==> src/hdl/nbm_pkg.sv <==
`timescale 1ns / 1ps
`default_nettype none

package nbm_pkg;

  // CPU bus decode of the mapper registers.
  localparam logic [15:0] DECODE_MASK = 16'hE001;
  localparam logic [15:0] ADDR_SELECT = 16'h8000;
  localparam logic [15:0] ADDR_LOAD   = 16'h8001;

  // Bank select codes that bound the groups of the load write.
  localparam logic [2:0] SEL_CHR_PAIR_HI = 3'd1;
  localparam logic [2:0] SEL_CHR_LAST    = 3'd5;
  localparam logic [2:0] SEL_PRG_LOW     = 3'd6;

  // Configuration register indexes (address bit 2).
  localparam logic REG_PRG_SIZE = 1'b0;
  localparam logic REG_CHR_SIZE = 1'b1;
  localparam int   CFG_ADDR_W   = 3;

  localparam logic [7:0] PRG_SIZE_RESET = 8'd2;
  localparam logic [7:0] CHR_SIZE_RESET = 8'd1;

  localparam int QUEUE_DEPTH = 2;

  typedef enum logic [1:0] {
    ACT_CPU_WRITE = 2'd0,
    ACT_CPU_READ  = 2'd1,
    ACT_PPU_READ  = 2'd2
  } action_t;

  typedef enum logic [1:0] {
    TGT_NONE = 2'd0,
    TGT_PRG  = 2'd1,
    TGT_CHR  = 2'd2
  } target_t;

  typedef enum logic [2:0] {
    OP_NOP,
    OP_SELECT,
    OP_LOAD,
    OP_CPU_READ,
    OP_PPU_READ
  } op_kind_t;

  typedef struct packed {
    op_kind_t    kind;
    logic [15:0] address;
    logic [7:0]  data;
  } bank_op_t;

  typedef struct packed {
    logic        start;
    logic [6:0]  value;
    logic [10:0] divisor;
  } mod_req_t;

  typedef struct packed {
    logic       done;
    logic [6:0] result;
  } mod_rsp_t;

endpackage

`default_nettype wire

==> src/hdl/nbm_modred.sv <==
`timescale 1ns / 1ps
`default_nettype none

// Iterative remainder: subtracts the divisor once per cycle until the value drops below it.
module nbm_modred (
  input  wire logic             clk,
  input  wire logic             rst,
  input  wire nbm_pkg::mod_req_t req,
  output nbm_pkg::mod_rsp_t      rsp
);

  logic        running;
  logic        done;
  logic [6:0]  rem;
  logic [10:0] div;

  always_ff @(posedge clk) begin
    if (rst) begin
      running <= 1'b0;
      done    <= 1'b0;
    end else begin
      done <= 1'b0;
      if (req.start) begin
        running <= 1'b1;
        rem     <= req.value;
        div     <= req.divisor;
      end else if (running) begin
        if ({4'b0000, rem} >= div) begin
          rem <= rem - div[6:0];
        end else begin
          running <= 1'b0;
          done    <= 1'b1;
        end
      end
    end
  end

  assign rsp.done   = done;
  assign rsp.result = rem;

endmodule

`default_nettype wire

==> src/hdl/nbm_front.sv <==
`timescale 1ns / 1ps
`default_nettype none

// Accepts items and classifies them into the operation that the executer carries out.
module nbm_front (
  input  wire logic              clk,
  input  wire logic              rst,
  input  wire logic              in_valid,
  output logic                   in_stall,
  input  wire logic [1:0]        action,
  input  wire logic [15:0]       address,
  input  wire logic [7:0]        data,
  input  wire logic [7:0]        prg_size_16k,
  input  wire logic [7:0]        chr_size_8k,
  input  wire logic              q_full,
  output logic                   push,
  output nbm_pkg::bank_op_t      op
);

  logic              f_valid;
  logic              accept;
  nbm_pkg::op_kind_t kind;

  assign in_stall = f_valid && q_full;
  assign push     = f_valid && !q_full;
  assign accept   = in_valid && !in_stall;

  always_comb begin
    kind = nbm_pkg::OP_NOP;
    unique case (action)
      nbm_pkg::ACT_CPU_WRITE: begin
        if ((address & nbm_pkg::DECODE_MASK) == nbm_pkg::ADDR_SELECT) begin
          kind = nbm_pkg::OP_SELECT;
        end else if ((address & nbm_pkg::DECODE_MASK) == nbm_pkg::ADDR_LOAD) begin
          kind = nbm_pkg::OP_LOAD;
        end
      end
      nbm_pkg::ACT_CPU_READ: begin
        if (address[15] && prg_size_16k != 8'd0) begin
          kind = nbm_pkg::OP_CPU_READ;
        end
      end
      nbm_pkg::ACT_PPU_READ: begin
        if (address[15:13] == 3'd0 && chr_size_8k != 8'd0) begin
          kind = nbm_pkg::OP_PPU_READ;
        end
      end
      default: kind = nbm_pkg::OP_NOP;
    endcase
  end

  always_ff @(posedge clk) begin
    if (rst) begin
      f_valid <= 1'b0;
    end else if (accept) begin
      f_valid <= 1'b1;
    end else if (push) begin
      f_valid <= 1'b0;
    end
    if (accept) begin
      op.kind    <= kind;
      op.address <= address;
      op.data    <= data;
    end
  end

endmodule

`default_nettype wire

==> src/hdl/nbm_queue.sv <==
`timescale 1ns / 1ps
`default_nettype none

// Small first-in first-out queue of classified operations.
module nbm_queue #(
  parameter int DEPTH = nbm_pkg::QUEUE_DEPTH
) (
  input  wire logic              clk,
  input  wire logic              rst,
  input  wire logic              push,
  input  wire nbm_pkg::bank_op_t push_op,
  output logic                   full,
  output logic                   valid,
  input  wire logic              pop,
  output nbm_pkg::bank_op_t      pop_op
);

  localparam int PTR_W = (DEPTH > 1) ? $clog2(DEPTH) : 1;
  localparam int CNT_W = $clog2(DEPTH + 1);

  nbm_pkg::bank_op_t entries [DEPTH];
  logic [PTR_W-1:0]  wr_ptr;
  logic [PTR_W-1:0]  rd_ptr;
  logic [CNT_W-1:0]  count;
  logic              do_push;
  logic              do_pop;

  assign full    = (count == CNT_W'(DEPTH));
  assign valid   = (count != '0);
  assign do_push = push && !full;
  assign do_pop  = pop && valid;
  assign pop_op  = entries[rd_ptr];

  always_ff @(posedge clk) begin
    if (rst) begin
      wr_ptr <= '0;
      rd_ptr <= '0;
      count  <= '0;
    end else begin
      if (do_push) begin
        wr_ptr <= (wr_ptr == PTR_W'(DEPTH - 1)) ? '0 : wr_ptr + 1'b1;
      end
      if (do_pop) begin
        rd_ptr <= (rd_ptr == PTR_W'(DEPTH - 1)) ? '0 : rd_ptr + 1'b1;
      end
      case ({do_push, do_pop})
        2'b10:   count <= count + 1'b1;
        2'b01:   count <= count - 1'b1;
        default: count <= count;
      endcase
    end
    if (do_push) begin
      entries[wr_ptr] <= push_op;
    end
  end

endmodule

`default_nettype wire

==> src/hdl/nbm_back.sv <==
`timescale 1ns / 1ps
`default_nettype none

// Executer: holds the bank registers, translates reads and runs bank loads
// through the iterative remainder unit.
module nbm_back (
  input  wire logic              clk,
  input  wire logic              rst,
  input  wire logic              q_valid,
  input  wire nbm_pkg::bank_op_t q_op,
  output logic                   pop,
  input  wire logic [7:0]        prg_size_16k,
  input  wire logic [7:0]        chr_size_8k,
  output logic                   out_valid,
  input  wire logic              out_stall,
  output logic [1:0]             target,
  output logic [21:0]            rom_offset
);

  typedef enum logic [1:0] {
    S_IDLE,
    S_REDUCE_FIRST,
    S_REDUCE_SECOND
  } state_t;

  state_t            state;
  logic [2:0]        bank_select;
  logic [6:0]        chr_slots [8];
  logic [3:0]        prg_low;
  logic [3:0]        prg_high;
  logic [2:0]        load_sel;
  logic [6:0]        load_value;
  nbm_pkg::target_t  result_target;
  logic [21:0]       result_offset;

  nbm_pkg::mod_req_t mod_req;
  nbm_pkg::mod_rsp_t mod_rsp;

  logic [8:0]        prg_count;
  logic [10:0]       chr_div;
  logic [10:0]       prg_div;
  logic [8:0]        cpu_page;
  logic [21:0]       cpu_offset;
  logic [21:0]       ppu_offset;
  logic              sel_is_chr;
  logic              load_is_chr;

  nbm_modred u_modred (
    .clk (clk),
    .rst (rst),
    .req (mod_req),
    .rsp (mod_rsp)
  );

  assign pop = (state == S_IDLE) && q_valid && (!out_valid || !out_stall);

  assign prg_count   = {prg_size_16k, 1'b0};
  assign chr_div     = {chr_size_8k, 3'b000};
  assign prg_div     = {2'b00, prg_size_16k, 1'b0};
  assign sel_is_chr  = (bank_select <= nbm_pkg::SEL_CHR_LAST);
  assign load_is_chr = (load_sel <= nbm_pkg::SEL_CHR_LAST);

  // The two top program slots are fixed to the last two 8KB pages.
  always_comb begin
    case (q_op.address[14:13])
      2'd0:    cpu_page = {5'b00000, prg_low};
      2'd1:    cpu_page = {5'b00000, prg_high};
      2'd2:    cpu_page = prg_count - 9'd2;
      default: cpu_page = prg_count - 9'd1;
    endcase
  end

  assign cpu_offset = {cpu_page, q_op.address[12:0]};
  assign ppu_offset = {5'b00000, chr_slots[q_op.address[12:10]], q_op.address[9:0]};

  // Remainder requests: the first value on a load, the second page of a CHR pair.
  always_comb begin
    mod_req.start   = 1'b0;
    mod_req.value   = load_value;
    mod_req.divisor = load_is_chr ? chr_div : prg_div;
    if (state == S_IDLE) begin
      if (sel_is_chr) begin
        mod_req.value   = {1'b0, q_op.data[5:0]};
        mod_req.divisor = chr_div;
        mod_req.start   = pop && (q_op.kind == nbm_pkg::OP_LOAD) && (chr_size_8k != 8'd0);
      end else begin
        mod_req.value   = {3'b000, q_op.data[3:0]};
        mod_req.divisor = prg_div;
        mod_req.start   = pop && (q_op.kind == nbm_pkg::OP_LOAD) && (prg_size_16k != 8'd0);
      end
    end else if (state == S_REDUCE_FIRST && mod_rsp.done && load_is_chr &&
                 load_sel <= nbm_pkg::SEL_CHR_PAIR_HI) begin
      mod_req.value = load_value + 7'd1;
      mod_req.start = 1'b1;
    end
  end

  always_ff @(posedge clk) begin
    if (rst) begin
      state       <= S_IDLE;
      out_valid   <= 1'b0;
      bank_select <= 3'd0;
      prg_low     <= 4'd0;
      prg_high    <= 4'd1;
      for (int i = 0; i < 8; i++) begin
        chr_slots[i] <= 7'(i);
      end
    end else begin
      if (pop) begin
        out_valid <= 1'b1;
      end else if (!out_stall) begin
        out_valid <= 1'b0;
      end

      unique case (state)
        S_IDLE: begin
          if (pop) begin
            if (q_op.kind == nbm_pkg::OP_SELECT) begin
              bank_select <= q_op.data[2:0];
            end
            load_sel   <= bank_select;
            load_value <= mod_req.value;
            if (mod_req.start) begin
              state <= S_REDUCE_FIRST;
            end
          end
        end
        S_REDUCE_FIRST: begin
          if (mod_rsp.done) begin
            if (load_is_chr) begin
              if (load_sel <= nbm_pkg::SEL_CHR_PAIR_HI) begin
                chr_slots[{load_sel[0], 2'b00} >> 1] <= mod_rsp.result;
                state <= S_REDUCE_SECOND;
              end else begin
                chr_slots[load_sel + 3'd2] <= mod_rsp.result;
                state <= S_IDLE;
              end
            end else begin
              if (load_sel == nbm_pkg::SEL_PRG_LOW) begin
                prg_low <= mod_rsp.result[3:0];
              end else begin
                prg_high <= mod_rsp.result[3:0];
              end
              state <= S_IDLE;
            end
          end
        end
        S_REDUCE_SECOND: begin
          if (mod_rsp.done) begin
            chr_slots[{1'b0, load_sel[0], 1'b1}] <= mod_rsp.result;
            state <= S_IDLE;
          end
        end
        default: state <= S_IDLE;
      endcase
    end

    if (pop) begin
      case (q_op.kind)
        nbm_pkg::OP_CPU_READ: begin
          result_target <= nbm_pkg::TGT_PRG;
          result_offset <= cpu_offset;
        end
        nbm_pkg::OP_PPU_READ: begin
          result_target <= nbm_pkg::TGT_CHR;
          result_offset <= ppu_offset;
        end
        default: begin
          result_target <= nbm_pkg::TGT_NONE;
          result_offset <= 22'd0;
        end
      endcase
    end
  end

  assign target     = result_target;
  assign rom_offset = result_offset;

endmodule

`default_nettype wire

==> src/hdl/nes_namco109_bank_mapper.sv <==
`timescale 1ns / 1ps
`default_nettype none

// Bank mapper for a Namco 109 style cartridge. Each item is either a CPU write
// (bank select at 0x8000, bank load at 0x8001 under the mask 0xE001) or a CPU or
// PPU read that is translated into a byte offset into program or character ROM;
// every item gives exactly one result item, in order. Items pass a front stage
// that classifies them, a short queue, and an executer with a registered result,
// so an item can be accepted while an earlier result still waits to be taken.
// Reads, bank-select writes and unmapped writes pass the front register, a queue
// entry and the result register, and stream at one item per cycle while the
// result is not stalled and no bank load holds the executer. A bank load occupies
// the executer while its value is reduced modulo the page count by an iterative
// subtract unit; the second page of a character page pair takes a second
// reduction after the first. A load that is ignored because its size is zero
// passes like a read. The ROM sizes are set through the APB-style port
// (program size at 0x0, character size at 0x4, in the low byte) and must only be
// written while the block is idle. A character size of zero means character RAM:
// character loads are then ignored and PPU reads give target 0. Pages already
// loaded are not reduced again when a size changes.
module nes_namco109_bank_mapper #(
  parameter int QUEUE_DEPTH = nbm_pkg::QUEUE_DEPTH
) (
  input  wire logic                           clk,
  input  wire logic                           rst,
  input  wire logic                           in_valid,
  output logic                                in_stall,
  input  wire logic [1:0]                     action,
  input  wire logic [15:0]                    address,
  input  wire logic [7:0]                     data,
  output logic                                out_valid,
  input  wire logic                           out_stall,
  output logic [1:0]                          target,
  output logic [21:0]                         rom_offset,
  input  wire logic                           psel,
  input  wire logic                           penable,
  input  wire logic                           pwrite,
  input  wire logic [nbm_pkg::CFG_ADDR_W-1:0] paddr,
  input  wire logic [31:0]                    pwdata,
  output logic [31:0]                         prdata,
  output logic                                pready
);

  logic [7:0]        prg_size_16k;
  logic [7:0]        chr_size_8k;
  logic              cfg_write;
  logic              q_push;
  logic              q_full;
  logic              q_valid;
  logic              q_pop;
  nbm_pkg::bank_op_t front_op;
  nbm_pkg::bank_op_t q_op;

  // Configuration registers. The port never waits.
  assign pready    = 1'b1;
  assign cfg_write = psel && penable && pwrite && pready;

  always_ff @(posedge clk) begin
    if (rst) begin
      prg_size_16k <= nbm_pkg::PRG_SIZE_RESET;
      chr_size_8k  <= nbm_pkg::CHR_SIZE_RESET;
    end else if (cfg_write) begin
      if (paddr[2] == nbm_pkg::REG_PRG_SIZE) begin
        prg_size_16k <= pwdata[7:0];
      end else begin
        chr_size_8k <= pwdata[7:0];
      end
    end
  end

  assign prdata = (paddr[2] == nbm_pkg::REG_CHR_SIZE) ? {24'd0, chr_size_8k}
                                                      : {24'd0, prg_size_16k};

  // Front: accept and classify.
  nbm_front u_front (
    .clk          (clk),
    .rst          (rst),
    .in_valid     (in_valid),
    .in_stall     (in_stall),
    .action       (action),
    .address      (address),
    .data         (data),
    .prg_size_16k (prg_size_16k),
    .chr_size_8k  (chr_size_8k),
    .q_full       (q_full),
    .push         (q_push),
    .op           (front_op)
  );

  // Queue between front and executer.
  nbm_queue #(
    .DEPTH (QUEUE_DEPTH)
  ) u_queue (
    .clk     (clk),
    .rst     (rst),
    .push    (q_push),
    .push_op (front_op),
    .full    (q_full),
    .valid   (q_valid),
    .pop     (q_pop),
    .pop_op  (q_op)
  );

  // Executer with bank registers and the result register.
  nbm_back u_back (
    .clk          (clk),
    .rst          (rst),
    .q_valid      (q_valid),
    .q_op         (q_op),
    .pop          (q_pop),
    .prg_size_16k (prg_size_16k),
    .chr_size_8k  (chr_size_8k),
    .out_valid    (out_valid),
    .out_stall    (out_stall),
    .target       (target),
    .rom_offset   (rom_offset)
  );

endmodule

`default_nettype wire

==> config.mk <==
export PLATFORM = sky130hd
export DESIGN_NAME = nes_namco109_bank_mapper
export DESIGN_NICKNAME = d
export VERILOG_FILES = /design/src/hdl/nbm_pkg.sv /design/src/hdl/nbm_modred.sv /design/src/hdl/nbm_front.sv /design/src/hdl/nbm_queue.sv /design/src/hdl/nbm_back.sv /design/src/hdl/nes_namco109_bank_mapper.sv
export SDC_FILE = /design/constraint.sdc
export NUM_CORES = 1
export LEC_CHECK = 0
export BUFFER_PORTS_ARGS = -buffer_cell sky130_fd_sc_hd__buf_2
export CAP_MARGIN = 20
export CORE_MARGIN = 1
export CORE_UTILIZATION = 62
export DETAILED_ROUTE_END_ITERATION = 10
export PLACE_DENSITY = 0.92
export SLEW_MARGIN = 20
export SYNTH_ARGS = -nofsm -noshare
export SYNTH_HDL_FRONTEND = slang
export SYNTH_SLANG_ARGS = --single-unit
==> constraint.sdc <==
create_clock -name clk -period 6.9 [get_ports clk]
set_input_delay 0.69 -clock clk [delete_from_list [all_inputs] [get_ports clk]]
set_output_delay 0.69 -clock clk [all_outputs]
set_load 0.03 [all_outputs]
==> reports/qor.yml, run 1 <==
global_route:
  antenna_found_initial: 0
  grt_pass1_wl_mm: 31.71
  grt_use_total_pct: 25.37
  grt_overflow: 0
  grt_max_degree: 55
  grt_pass1_vias: 6308
logic_synthesis:
  synthXorXnorAreaFrac_pct: 1.606
  muxShareOfSynthArea_pct: 7.457
  synth-main-ff-cell: "edfxtp_1"
  yosys_warnings: 0
  synthCells: 783
  synth-edff-count: 179
  ys_ff_latch: 217
  ys_async_sr_fraction_pct: 0
  synth.avg_cell_area_um2: 12.54
  synth_top_family_by_area: "simple AND/OR/NAND/NOR gates"
  synthAdderAreaFrac_pct: 1.479
  yosysUniqueCellTypes: 70
  synth_simple_gate_area_share_pct: 14.76
  synth_area_mm2: 0.009816
  ys_seq_area_share_pct: 62.51
  synth_compound_area_share_pct: 7.623
floorplan:
  start_util_pct: 64.09
  boundaryPins: 127
  fp-row-count: 45
  die_width_um: 127.8
  placeableCoreArea_mm2: 0.01531
  die_area_mm2: 0.01634
  die_y_um: 127.8
clock_tree:
  clk_pin_slew_ns: 0.06
  post_cts_buffers: 0
  cts_buffers: 22
  ctsResizeCount: 0
  cts_tree: "yes"
  cts_max_level: 1
  hold_buffers: 0
  cts_sinks: 217
  insertion_delay_ns: 0.52
  root_buffer: "clkbuf_16"
  max-clock-path-buffers: 3
sta:
  finalSetupViolCount: 0
  drv_slew: 0
  fmax_mhz: 294.2
  period_needed_ns: 3.399
  rsz0062_at_grt: "no"
  finalClockSkew_ns: 0.02441
  worstMarginPinSlew_ns: 1.079
  fin_crit_sh_pct: 49.27
  slew_headroom_pct: 27.96
  hold_viol: 0
  fin_setup_tns_ns: 0
detailed_routing:
  vias: 6538
  drt_pre_antenna_iters: 6
  drt-initial-drc-count: 645
  finalWirelength_mm: 20.53
  drc: 0
  wire_per_inst_um: 18.92
  vias_per_cell: 6.026
  ant_nets: 0
power:
  power.static_leakage_nw: 3.985
  clockPowerShare_pct: 30.0
  p_int_mw: 2.522
  powerDensity_mw_per_mm2: 337.5
  combPwrFrac_pct: 23.0
  switching_share_pct: 31.53
  share_seq_of_total_power_pct: 47.0
  max-vdd-ir-drop_uv: 330.3
  switchingPower_mw: 1.161
layout:
  area_growth_pct: 11.19
  drive_above_1_share_pct: 18.99
  n_antenna_cell: 0
  nets: 937
  fill_cells: 967
  multi_input_comb_area_mm2: 0.003332
  final_util_pct: 71.27
  ff_latch_area_mm2: 0.006137
critical_path:
  critical_path_class: "flop to flop"
  critPathRequiredTime_ns: 7.14
  crit_path_end_kind: "flop"
  crit_path_max_fanout: 37
  cp-start-kind: "flop"
  cp.arrival_ns: 3.63
placed_design:
  dp_hpwl_mm: 13.41
  numPortBuffers: 73
  finalWeightedCongestion: 0.8641
run_status:
  status: "finished, final reports clean"
flow_run:
  cap_violations: 0
worst_hold_path:
  hp-class: "input pin to flop"
-- registers in the layout, indices dropped and copies added, names as in the netlist, 4 cells and up, named ones only --
register / flops
u_back.chr_slots: 56
u_queue.entries: 48
u_front.op: 24
u_back.rom_offset: 22
u_back.u_modred.div: 10
chr_size_8k: 8
prg_size_16k: 8
u_back.load_value: 7
u_back.u_modred.rem: 7
u_back.prg_high: 4
u_back.prg_low: 4
-- synth_stat cells, types with 6 or more instances --
master	n	area, um^2
a21oi_1	36	180.2
and2_1	40	250.2
buf_2	6	30.03
buf_4	26	195.2
clkbuf_1	14	52.55
dfxtp_1	38	760.7
edfxtp_1	179	5375
ha_1	10	125.1
inv_1	26	97.59
mux2_2	17	191.4
mux2_4	6	90.09
mux2i_1	27	270.3
mux4_2	6	135.1
nand2_1	63	236.5
nand2b_1	14	87.58
nand3_1	8	40.04
nor2_1	80	300.3
nor3_1	22	110.1
o211ai_1	18	135.1
o21ai_0	31	155.2
o31ai_1	6	45.04
or2_2	9	56.30
or3_1	6	37.54
xnor2_1	8	70.07
xor2_1	10	87.58
-- routing by layer --
metal / GRT usage, % / vias to the layer above / wire (um) / part of all wire, %
met5: 0 / - / 0 / 0
met4: 12.11 / 0 / 821 / 4.0
met3: 4.549 / 73 / 1769 / 8.6
met2: 42.68 / 407 / 10210 / 50
met1: 32.02 / 3120 / 7725 / 38
li1: - / 2938 / - / -
-- worst max-delay path, cell delays in order, from the launching register on --
cell	delay [ns]
dfxtp_2	0.76
buf_4	0.51
mux2i_4	0.77
mux4_2	0.61
a22oi_1	0.26
o21ai_0	0.18
-- cells by family (layout without fill, tap and decap cells) --
family	Yosys count	in the layout
AO/OA/AOI/OAI	118	118
XOR/XNOR	18	18
adder cells (fa/ha/maj)	11	11
buffers and inverters	79	147
flip-flops	217	217
multiplexers	58	58
other	2	25
AND/OR/NAND/NOR	280	280
-- power by group through the flow --
stage | combinational [mW] | clock [mW] | sequential, mW
detailed placement | 0.831 | 0 | 1.75
global route | 0.898 | 1.16 | 1.74
global placement | 0.805 | 0 | 1.74
CTS | 0.842 | 1.11 | 1.73
floorplan | 0.542 | 0 | 1.84
finish | 0.849 | 1.10 | 1.73
-- cells in the final DEF (no fill, tap or decap), types with 26 or more instances in the layout --
cell	instances
edfxtp_1	179
nor2_1	79
buf_2	73
nand2_1	63
and2_1	40
dfxtp_1	37
a21oi_1	36
o21ai_0	31
mux2i_1	27
inv_1	26
-- final timing paths --
| kind | from | end | slack (ns) | depth (start not counted) |
|---|---|---|---|---|
| setup / recovery | flop | u_back.rom_offset[14] | 3.50 | 5 |
| hold / removal | address[2] | u_front.op[10] | 0.35 | 1 |
| setup reg to reg | flop | u_back.rom_offset[14] | 3.50 | 5 |
| hold reg to reg | u_front.op[13] | u_queue.entries[0][13] | 0.44 | 0 |
-- final cells by class --
class / count / area share, %
flip-flops and latches: 217 / 56.23
multi-input cells: 510 / 30.53
clock buffers: 31 / 5.629
repair buffers: 79 / 3.760
well taps: 211 / 2.419
inverters: 28 / 0.9630
clock inverters: 9 / 0.4700
-- stage by stage --
step	power, mW	std cells	hold WS, ns	setup slack [ns]	instance area [um^2]
floorplan	2.378	806	0.4076	4.237	9902
global placement	2.548	1045	0.4219	3.596	10250
detailed placement	2.584	1045	0.4296	3.536	10250
CTS	3.677	1085	0.3417	3.542	10910
global route	3.806	1085	0.3364	3.412	10910
finish	3.683	1085	0.3457	3.501	10910
(Power assumes the default switching activity.)
==> inputs of run 2 (changes only) <==
ABC_AREA = 1   (was not set)
CORE_UTILIZATION = 52   (was 62)
PLACE_DENSITY = 0.83   (was 0.92)
clock period = 2.8 ns   (was 6.9 ns; I/O delays follow)
==> run 2 against run 1 <==
  * Critical endpoint is now u_back.u_modred.div[9]
  * Non-clock buffer count increased by 27
  * Area after synthesis decreased by 1.4%
  * Clock skew decreased by 0.012 ns
  * The run now ends with design-rule violations left
  * Worst hold slack got worse by 0.29 ns
  * Die area increased by 17%
  * First-iteration DRC count increased by 2.0%
  * Register-to-register slack got worse by 3.1 ns
  * Clock-buffer cell count increased by 4
  * Setup slack got worse by 3.1 ns
  * Fmax increased by 44%
  * Routed wire length decreased by 0.49%
==> reports/qor.yml, run 2 <==
detailed_routing:
  drt-initial-drc-count: 658
  vias_per_cell: 5.266
  vias: 6957
  ant_nets: 0
  drt_pre_antenna_iters: 10
  wire_per_inst_um: 15.46
  finalWirelength_mm: 20.43
  drc: 12
layout:
  area_growth_pct: 15.28
  final_area_mm2: 0.01116
  fill_cells: 1350
  largest_reg_flops: 56
  instances_no_fill: 1321
  nets: 1155
  final_common_cell: "nand2_1"
  layout_common_cells: "nand2_1, edfxtp_1, inv_1, nor2_1, buf_2"
  n_antenna_cell: 0
  drive_above_1_share_pct: 13.92
  largest_register: "u_back.chr_slots"
  reg_top3: "u_back.chr_slots (56), u_queue.entries (48), u_front.op (24)"
placed_design:
  dp_hpwl_mm: 13.43
  dpl_cell_area_mm2: 0.01017
  finalWeightedCongestion: 0.8631
  place_inst: 1258
  numPortBuffers: 73
critical_path:
  cp.arrival_ns: 2.54
  critical_path_class: "flop to flop"
  max_stage_delay_ns: 0.63
  cpMostUsedCell: "nand2_2"
  cp-start-kind: "flop"
  crit_path_end_kind: "flop"
  cp_slowest_cell: "dfxtp_1"
  crit_path_max_fanout: 14
  crit_chain: "inv_4, nand2_1, o21ai_1, nor2_1, nand2_2, o21ai_4, nand2_2, inv_1"
  r2r_setup_slack_ns: 0.43
  critPathRequiredTime_ns: 2.97
floorplan:
  placeableCoreArea_mm2: 0.01809
  start_util_pct: 53.52
  die_area_mm2: 0.01916
  boundaryPins: 127
  fp-row-count: 49
  die_width_um: 138.4
  die_y_um: 138.4
power:
  powerDensity_mw_per_mm2: 845.6
  switchingPower_mw: 3.000
  switching_share_pct: 31.79
  max-vdd-ir-drop_uv: 613.6
  p_int_mw: 6.435
  power.static_leakage_nw: 4.686
  clockPowerShare_pct: 32.1
  combPwrFrac_pct: 23.8
  share_seq_of_total_power_pct: 44.1
sta:
  finalSetupViolCount: 0
  slew_headroom_pct: 44.87
  fmax_mhz: 422.8
  period_needed_ns: 2.365
  finalClockSkew_ns: 0.01271
  worstMarginPinSlew_ns: 0.8240
  fin_crit_sh_pct: 84.47
  fin_setup_tns_ns: 0
  hold_viol: 0
  drv_slew: 0
  rsz0062_at_grt: "no"
logic_synthesis:
  yosysTopAreaCell: "edfxtp_1"
  synth-edff-count: 179
  synth-main-ff-cell: "edfxtp_1"
  synth_common_cells: "nand2_1, edfxtp_1, nor2_1"
  yosysUniqueCellTypes: 42
  yosys.cell_count.top_type: "nand2_1"
  synth_area_mm2: 0.009679
  ys_top_cells_by_area: "edfxtp_1, nand2_1, dfxtp_1"
  ys_ff_latch: 217
  synthCells: 972
  synth.avg_cell_area_um2: 9.958
  synth_top_area_share_pct: 55.53
  yosys_warnings: 0
  ys_seq_area_share_pct: 63.39
  ys_async_sr_fraction_pct: 0
clock_tree:
  cts_max_level: 1
  insertion_delay_ns: 0.51
  hold_buffers: 23
  cts_buffers: 22
  cts_sinks: 217
  clk_pin_slew_ns: 0.06
  post_cts_buffers: 0
  cts_tree: "yes"
  max-clock-path-buffers: 3
  root_buffer: "clkbuf_16"
  ctsResizeCount: 0
global_route:
  grt_max_degree: 40
  grt_use_total_pct: 21.54
  grt_pass1_vias: 6716
  antenna_found_initial: 0
  grt_pass1_wl_mm: 32.54
  grt_overflow: 0
run_status:
  violations: "design-rule violations"
  status: "finished with violations"
worst_hold_path:
  hp-class: "input pin to flop"
flow_run:
  cap_violations: 0
==> run 2: layout make-up <==
cell class / instances / area, um^2 / share of cell area (%)
clock buffers: 35 / 681.9 / 6.111
well taps: 229 / 286.5 / 2.568
clock inverters: 5 / 72.57 / 0.6504
repair buffers: 106 / 670.6 / 6.010
multi-input cells: 606 / 2846 / 25.51
flip-flops and latches: 217 / 6136 / 54.99
inverters: 123 / 464.2 / 4.160
==> run 2: power groups by stage <==
stage	Sequential (mW)	Clock, mW	Combinational (mW)
2_1_floorplan	4.50	0	1.32
3_3_place_gp	4.20	0	2.12
3_5_place_dp	4.22	0	2.19
4_1_cts	4.16	3.04	2.24
5_1_grt	4.20	3.16	2.47
6_report	4.16	3.03	2.25
==> run 2: final timing paths <==
path	end	cells past startpoint	startpoint
worst max-delay path	u_back.u_modred.div[9]	8	flop
worst max register to register	u_back.u_modred.div[9]	8	flop
worst min register to register	u_queue.entries[0][5]	0	u_front.op[5]
worst min-delay path	u_front.f_valid	3	in_valid
==> run 2: cell families (layout without fill, tap and decap cells) <==
| logic type | after synthesis | in the layout | synth area share [%] |
|---|---|---|---|
| flip-flops | 217 | 217 | 63.39 |
| adder cells (fa/ha/maj) | 11 | 11 | 1.499 |
| XOR/XNOR | 10 | 10 | 0.9048 |
| AO/OA/AOI/OAI | 110 | 110 | 6.205 |
| AND/OR/NAND/NOR | 450 | 450 | 19.78 |
| buffers and inverters | 172 | 269 | 8.144 |
| other | 2 | 25 | 0.07759 |
==> run 2: critical path: cells and delay by family (launching register included) <==
| family | cells | cell delay [ns] |
|---|---|---|
| flip-flops | 1 | 0.63 |
| AND/OR/NAND/NOR | 4 | 0.62 |
| buffers and inverters | 2 | 0.45 |
| AO/OA/AOI/OAI | 2 | 0.35 |
==> run 2: per-stage QoR <==
step / setup slack [ns] / power (mW) / hold WS (ns) / utilization (%)
after detailed placement: 0.4645 / 6.407 / 0.4310 / 56.25
final: 0.4348 / 9.435 / 0.05851 / 61.69
after CTS: 0.4223 / 9.436 / 0.04590 / 61.69
after global placement: 0.6031 / 6.319 / 0.4164 / 56.25
after global routing: 0.2291 / 9.828 / 0.07781 / 61.69
after floorplan: 0.7007 / 5.820 / 0.3789 / -
==> run 2: per-layer routing <==
| layer | track usage [%] | wire (um) | up-vias |
|---|---|---|---|
| li1 | - | - | 3369 |
| met2 | 38.74 | 10330 | 280 |
| met5 | 0 | 0 | - |
| met3 | 2.736 | 1205 | 53 |
| met4 | 8.161 | 592 | 0 |
| met1 | 26.50 | 8301 | 3255 |
